$ cat config.mk
export PLATFORM = sky130hd
export DESIGN_NAME = puct_ctrl
export DESIGN_NICKNAME = d
export VERILOG_FILES = /design/src/hdl/puct_pkg.sv /design/src/hdl/puct_ctrl.sv
export SDC_FILE = /design/constraint.sdc
export NUM_CORES = 1
export LEC_CHECK = 0
export BUFFER_PORTS_ARGS = -buffer_cell sky130_fd_sc_hd__clkbuf_2
export CAP_MARGIN = 20
export CORE_AREA = 2 2 39 41
export CTS_BUF_LIST = sky130_fd_sc_hd__clkbuf_8
export DETAILED_ROUTE_END_ITERATION = 10
export DIE_AREA = 0 0 41 43
export HOLD_SLACK_MARGIN = 0.1
export MAX_ROUTING_LAYER = met4
export PLACE_DENSITY = 0.66
export SYNTH_ARGS = -nofsm -noshare
export SYNTH_HDL_FRONTEND = slang
export SYNTH_SLANG_ARGS = --single-unit
$ cat constraint.sdc
create_clock -name clk_i -period 2.6 [get_ports clk_i]
set_clock_uncertainty 0.15 [all_clocks]
set_input_delay 0.26 -clock clk_i [delete_from_list [all_inputs] [get_ports clk_i]]
set_output_delay 0.26 -clock clk_i [all_outputs]
set_load 0.1 [all_outputs]
$ cat src/hdl/puct_pkg.sv
// ----------------------------------------------------------------------------
// PUCT child selector package
// Shared widths, constants, codes and the command and status bundles that
// join the controller to the datapath.
// ----------------------------------------------------------------------------
package puct_pkg;

  // Fixed-point format and list limits.
  localparam int unsigned FRAC_BITS    = 16;
  localparam int unsigned MAX_CHILDREN = 1024;
  localparam int unsigned IDX_W        = $clog2(MAX_CHILDREN);
  localparam int unsigned CNT_W        = IDX_W + 1;

  // Scores are signed 40 bits; a computed score never exceeds 2^39 - 1.
  localparam int unsigned SCORE_W = 40;
  localparam logic [SCORE_W-2:0] SCORE_MAX = '1;
  localparam logic [SCORE_W-1:0] SCORE_MIN = {1'b1, {(SCORE_W-1){1'b0}}};

  localparam logic [31:0] ONE_Q   = 32'(1) << FRAC_BITS;
  localparam logic [29:0] LN2_Q30 = 30'd744261118;

  // Serial unit widths.
  localparam int unsigned LOG_IN_W    = 49;
  localparam int unsigned LOG_K_W     = 6;
  localparam int unsigned LOG_W       = LOG_K_W + FRAC_BITS;
  localparam int unsigned DIV_N_W     = 48;
  localparam int unsigned DIV_D_W     = 33;
  localparam int unsigned SQRT_IN_W   = 66;
  localparam int unsigned SQRT_ROOT_W = SQRT_IN_W / 2;

  // Configuration register indexes.
  typedef enum logic [2:0] {
    CFG_EXPLORE_BASE      = 3'd0,
    CFG_EXPLORE_INIT      = 3'd1,
    CFG_EXPLORE_BASE_ROOT = 3'd2,
    CFG_EXPLORE_INIT_ROOT = 3'd3,
    CFG_FPU_SCALE         = 3'd4,
    CFG_FPU_SCALE_ROOT    = 3'd5
  } cfg_idx_e;

  typedef enum logic [1:0] {
    OUTCOME_UNKNOWN = 2'd0,
    OUTCOME_WIN     = 2'd1,
    OUTCOME_LOSS    = 2'd2
  } outcome_e;

  typedef enum logic [1:0] {
    VERDICT_NONE        = 2'd0,
    VERDICT_PARENT_WIN  = 2'd1,
    VERDICT_PARENT_LOSS = 2'd2
  } verdict_e;

  // Datapath operations, one per cycle.
  typedef enum logic [4:0] {
    OP_NONE,
    OP_LOAD,
    OP_FRAME,
    OP_SCAN,
    OP_START_A,
    OP_CAPTURE_A,
    OP_START_B,
    OP_CAPTURE_B,
    OP_MUL1,
    OP_MUL2,
    OP_MUL3,
    OP_MUL4,
    OP_MUL5,
    OP_MUL6,
    OP_UPDATE,
    OP_EMIT
  } dp_op_e;

  typedef enum logic [3:0] {
    ST_IDLE,
    ST_FRAME,
    ST_SCAN,
    ST_START_A,
    ST_WAIT_A,
    ST_START_B,
    ST_WAIT_B,
    ST_MUL1,
    ST_MUL2,
    ST_MUL3,
    ST_MUL4,
    ST_MUL5,
    ST_MUL6,
    ST_UPDATE,
    ST_FINISH
  } state_e;

  typedef struct packed {
    dp_op_e op;
  } dp_cmd_t;

  typedef struct packed {
    logic idx_ok;
    logic child_won;
    logic last;
    logic units_done;
  } dp_status_t;

  // Clamp an unsigned value to the largest score.
  function automatic logic [SCORE_W-2:0] sat_score(input logic [65:0] v);
    return (v > 66'(SCORE_MAX)) ? SCORE_MAX : v[SCORE_W-2:0];
  endfunction

endpackage

$ cat src/hdl/puct_ctrl.sv
// ----------------------------------------------------------------------------
// PUCT controller
// Sequences one child at a time through framing, the two serial passes, the
// multiply pipeline and the argmax update, and owns the result beat's valid.
// ----------------------------------------------------------------------------
module puct_ctrl import puct_pkg::*; (
  input  logic       clk_i,
  input  logic       rst_ni,
  input  logic       in_valid_i,
  output logic       in_stall_o,
  output logic       out_valid_o,
  input  logic       out_stall_i,
  input  dp_status_t status_i,
  output dp_cmd_t    cmd_o
);

  state_e state_q, state_d;
  logic   out_valid_q, out_valid_d;
  logic   out_free;

  always_ff @(posedge clk_i or negedge rst_ni) begin
    if (!rst_ni) begin
      state_q     <= ST_IDLE;
      out_valid_q <= 1'b0;
    end else begin
      state_q     <= state_d;
      out_valid_q <= out_valid_d;
    end
  end

  // The result slot frees up at the same edge its beat is taken.
  assign out_free = !out_valid_q || !out_stall_i;

  always_comb begin
    state_d    = state_q;
    cmd_o.op   = OP_NONE;
    in_stall_o = 1'b1;
    unique case (state_q)
      ST_IDLE: begin
        in_stall_o = 1'b0;
        if (in_valid_i) begin
          cmd_o.op = OP_LOAD;
          state_d  = ST_FRAME;
        end
      end
      ST_FRAME: begin
        cmd_o.op = OP_FRAME;
        state_d  = ST_SCAN;
      end
      ST_SCAN: begin
        cmd_o.op = OP_SCAN;
        state_d  = (status_i.idx_ok && !status_i.child_won) ? ST_START_A : ST_FINISH;
      end
      ST_START_A: begin
        cmd_o.op = OP_START_A;
        state_d  = ST_WAIT_A;
      end
      ST_WAIT_A: begin
        if (status_i.units_done) begin
          cmd_o.op = OP_CAPTURE_A;
          state_d  = ST_START_B;
        end
      end
      ST_START_B: begin
        cmd_o.op = OP_START_B;
        state_d  = ST_WAIT_B;
      end
      ST_WAIT_B: begin
        if (status_i.units_done) begin
          cmd_o.op = OP_CAPTURE_B;
          state_d  = ST_MUL1;
        end
      end
      ST_MUL1: begin
        cmd_o.op = OP_MUL1;
        state_d  = ST_MUL2;
      end
      ST_MUL2: begin
        cmd_o.op = OP_MUL2;
        state_d  = ST_MUL3;
      end
      ST_MUL3: begin
        cmd_o.op = OP_MUL3;
        state_d  = ST_MUL4;
      end
      ST_MUL4: begin
        cmd_o.op = OP_MUL4;
        state_d  = ST_MUL5;
      end
      ST_MUL5: begin
        cmd_o.op = OP_MUL5;
        state_d  = ST_MUL6;
      end
      ST_MUL6: begin
        cmd_o.op = OP_MUL6;
        state_d  = ST_UPDATE;
      end
      ST_UPDATE: begin
        cmd_o.op = OP_UPDATE;
        state_d  = ST_FINISH;
      end
      ST_FINISH: begin
        if (!status_i.last) begin
          state_d = ST_IDLE;
        end else if (out_free) begin
          cmd_o.op = OP_EMIT;
          state_d  = ST_IDLE;
        end
      end
      default: state_d = ST_IDLE;
    endcase
  end

  assign out_valid_d = (cmd_o.op == OP_EMIT) || (out_valid_q && out_stall_i);
  assign out_valid_o = out_valid_q;

  a_accept_frames: assert property (@(posedge clk_i) disable iff (!rst_ni)
    (in_valid_i && !in_stall_o) |=> state_q == ST_FRAME)
    else $error("accepted beat did not enter framing");

  a_emit_valid: assert property (@(posedge clk_i) disable iff (!rst_ni)
    (cmd_o.op == OP_EMIT) |=> out_valid_q)
    else $error("emitted result not presented");

  a_start_clears_done: assert property (@(posedge clk_i) disable iff (!rst_ni)
    (cmd_o.op == OP_START_A) |=> !status_i.units_done)
    else $error("serial units report done right after start");

endmodule

==> run summary <==
Count of endpoints failing hold in the final timing report -> 0
Starting DRC count in detailed routing -> 6
Average cell area after synthesis -> 8.04 um2
Clock Root Buffer -> sky130_fd_sc_hd__clkbuf_8
Sequential fraction of the synthesis area -> 0.288
Gr usage total -> 0.131
Status -> finished clean
Clock network latency to the later pin of the worst-skew pair -> 0.22 ns
Post-synthesis net count -> 62
Top-Level Pins -> 15
Inserted Diodes -> 0
Die width -> 41 um
Data arrival, critical path -> 2.02 ns
Initial core utilization -> 0.314
Max-cap check violation count -> 0
Share of the clock period used by the worst path after layout -> 0.935
Vias in the first global route -> 386
RD Place Congestion -> 0.719
Site row count -> 14
Total vias in the final route -> 441
Core area -> 1380 um2
Required time at the endpoint of the critical path -> 2.19 ns
Clock-pin transition on the worst setup and hold timing paths -> 0.03 ns
Setup repair after global routing missed its margin -> no
Maximum number of pins on one net before global-route repair -> 17
Layout cells sized above 1 -> 0.338
Total detailed-routing wirelength -> 947 um
Highest-utilization routing layer at the global route stage -> met2
Sort of element at the start of the critical path -> register
Number of enable flip-flop cells after synthesis -> 0
Path type of the worst min-delay path -> in -> reg
Total of cells resized after clock tree synthesis -> 0
Vias per Instance -> 5.25
Worst setup path class -> reg -> out
Antenna violations before repair -> 0
Pre-Repair DR Iteration Count -> 5
Number of different library cells in the post-synthesis netlist -> 30
DR DRC count -> 0
CTS tree -> done
Maximum root-to-sink buffer count -> 2
CTS H-Tree Depth -> 1
Slew @ Worst Pin -> 0.539 ns
Cells along the critical path -> nor2b_2, nand4_1, nand2b_1, o211ai_1, clkbuf_2
Met2 Track Usage GR -> 0.209
Delay contributed by the slowest stage of the critical path -> 0.54 ns
Slowest cell on the critical path -> sky130_fd_sc_hd__dfrtp_1
Minimum clock period after layout -> 2.43 ns
Fraction of met3 tracks used by global routing -> 0.0157
Final number of setup-violating endpoints -> 0
Count of final max-slew check failures -> 0
Setup repair bufs after CTS -> 0
Syn. warnings -> 0
Async SR Flop Fraction -> 1.00
Family with the most delay on the worst path -> simple AND/OR/NAND/NOR gates
DP Wirelength -> 733 um
Count of input and output buffers -> 13
GR met1 Demand/Resource -> 0.138
Layout Area Growth over Synthesis -> 28.0%
Synthesized netlist cell count -> 54
Worst-case headroom to the max-slew limit -> 0.642
Mapped cell area -> 434 um2
Height of the die -> 43 um
Post-layout nets -> 77
Total number of clock tree sinks -> 5
Total of flip-flops plus latches after synthesis -> 5
Sum of negative setup slack -> 0 ns
Remaining antenna violation count -> 0
CP Capture Type -> output pin
First-pass GRT wire length -> 1500 um
Leading register cell type out of synthesis -> sky130_fd_sc_hd__dfrtp_1
Fmax achieved -> 411 MHz
Global route total overflow -> 0
Number of buffers inserted during clock tree synthesis -> 3
Crit Path Max Fanout -> 13
Average wire per standard cell -> 11.3 um
Buf/Inv on CP -> 1
Total Die Area -> 1760 um2
[synth_stat cells, types with 2 or more instances]
master / n / area share
sky130_fd_sc_hd__nor3_1: 2 / 0.023
sky130_fd_sc_hd__buf_2: 3 / 0.035
sky130_fd_sc_hd__a21o_1: 2 / 0.035
sky130_fd_sc_hd__nor2b_1: 2 / 0.029
sky130_fd_sc_hd__dfrtp_1: 5 / 0.29
sky130_fd_sc_hd__o21ai_0: 5 / 0.058
sky130_fd_sc_hd__mux2_2: 2 / 0.052
sky130_fd_sc_hd__nand2_1: 6 / 0.052
sky130_fd_sc_hd__a21oi_1: 4 / 0.046
sky130_fd_sc_hd__nand3_1: 3 / 0.035
[per-stage QoR]
step / worst slack [ns] / utilization / instance area (um2) / hold slack (ns) / std cells
final: 0.169 / 0.401 / 556 / 0.217 / 84
after global placement: 0.467 / 0.362 / 500 / -0.0700 / 79
after global routing: 0.0226 / 0.401 / 556 / 0.248 / 84
after detailed placement: 0.411 / 0.362 / 500 / -0.0689 / 79
after CTS: 0.172 / 0.401 / 556 / 0.209 / 84
after floorplan: 0.0633 / - / 438 / -0.186 / 54
[worst paths after layout]
check                            start     endpoint  slack [ns]  depth (start not counted)
max                         state_q[1]     cmd_o[2]        0.17                          5
max in group asynchronous       rst_ni   state_q[3]        1.92                          2
max reg2reg                 state_q[1]   state_q[2]        0.76                          4
min in group asynchronous       rst_ni   state_q[1]        0.24                          2
min reg2reg                out_valid_o  out_valid_o        0.46                          2
min                        out_stall_i  out_valid_o        0.22                          3
[area by class of cell]
cell class / count / area, um2
fillers: 155 / 828
flip-flops and latches: 5 / 125
clock buffers: 3 / 41.3
repair buffers: 16 / 90.1
well taps: 16 / 20.0
multi-input cells: 42 / 272
clock inverters: 1 / 3.75
inverters: 1 / 3.75
[timing repair]
item / CTS / global route
hold buffers: 1 / 0
endpoints found under the setup margin: 0 / 0
hold endpoints to repair: 5 / 0
[kinds of logic (layout without fill, tap and decap cells)]
family / count (synthesis) / in the layout / share of synthesized area
AOI/OAI and AO/OA: 18 / 18 / 0.285
other: 1 / 1 / 0.00864
and+or+nand+nor: 21 / 21 / 0.271
buffers and inverters: 7 / 21 / 0.0951
DFF: 5 / 5 / 0.288
muxes: 2 / 2 / 0.0519
[cell usage in the layout (no fill, tap or decap)]
master,Yosys,routed
sky130_fd_sc_hd__o32ai_2,1,1
sky130_fd_sc_hd__a21o_1,2,2
sky130_fd_sc_hd__a31oi_1,1,1
sky130_fd_sc_hd__a211oi_1,1,1
sky130_fd_sc_hd__o21ai_2,0,1
sky130_fd_sc_hd__nor3_1,2,2
sky130_fd_sc_hd__nand2b_1,1,1
sky130_fd_sc_hd__and3b_1,1,1
sky130_fd_sc_hd__clkbuf_2,0,13
sky130_fd_sc_hd__nor2b_1,2,2
sky130_fd_sc_hd__nand3b_1,1,1
sky130_fd_sc_hd__nor2_1,1,1
sky130_fd_sc_hd__nand3_1,3,3
sky130_fd_sc_hd__a21oi_1,4,4
sky130_fd_sc_hd__mux2_2,2,2
sky130_fd_sc_hd__conb_1,1,1
sky130_fd_sc_hd__o31ai_1,1,1
sky130_fd_sc_hd__o211ai_1,1,1
sky130_fd_sc_hd__inv_1,1,2
sky130_fd_sc_hd__o311ai_0,1,1
sky130_fd_sc_hd__nand2_1,6,6
sky130_fd_sc_hd__o21ai_0,5,4
sky130_fd_sc_hd__buf_4,1,2
sky130_fd_sc_hd__nand4_1,1,1
sky130_fd_sc_hd__dlygate4sd3_1,0,1
sky130_fd_sc_hd__nor2b_2,1,1
sky130_fd_sc_hd__a221o_1,1,1
sky130_fd_sc_hd__or4_1,1,1
sky130_fd_sc_hd__or3b_1,1,1
sky130_fd_sc_hd__clkbuf_8,0,3
sky130_fd_sc_hd__dfrtp_1,5,5
[metal layers]
metal / vias to the layer above / wire length, um
li1: 227 / -
met1: 200 / 394
met2: 14 / 496
met3: 0 / 56
met4: 0 / 0
met5: - / 0
[flip-flops by register name, summed over array words and instances, names as in the netlist]
register	flops
state_q	4
out_valid_o	1
[worst min-delay path, cell delays in order]
cell and delay (ns):
sky130_fd_sc_hd__clkbuf_2 0.09, sky130_fd_sc_hd__nand2_1 0.11, sky130_fd_sc_hd__nand2_1 0.09
Power is not shown: default switching activity piles up to over one toggle a cycle in this logic, so the estimate is an artifact.
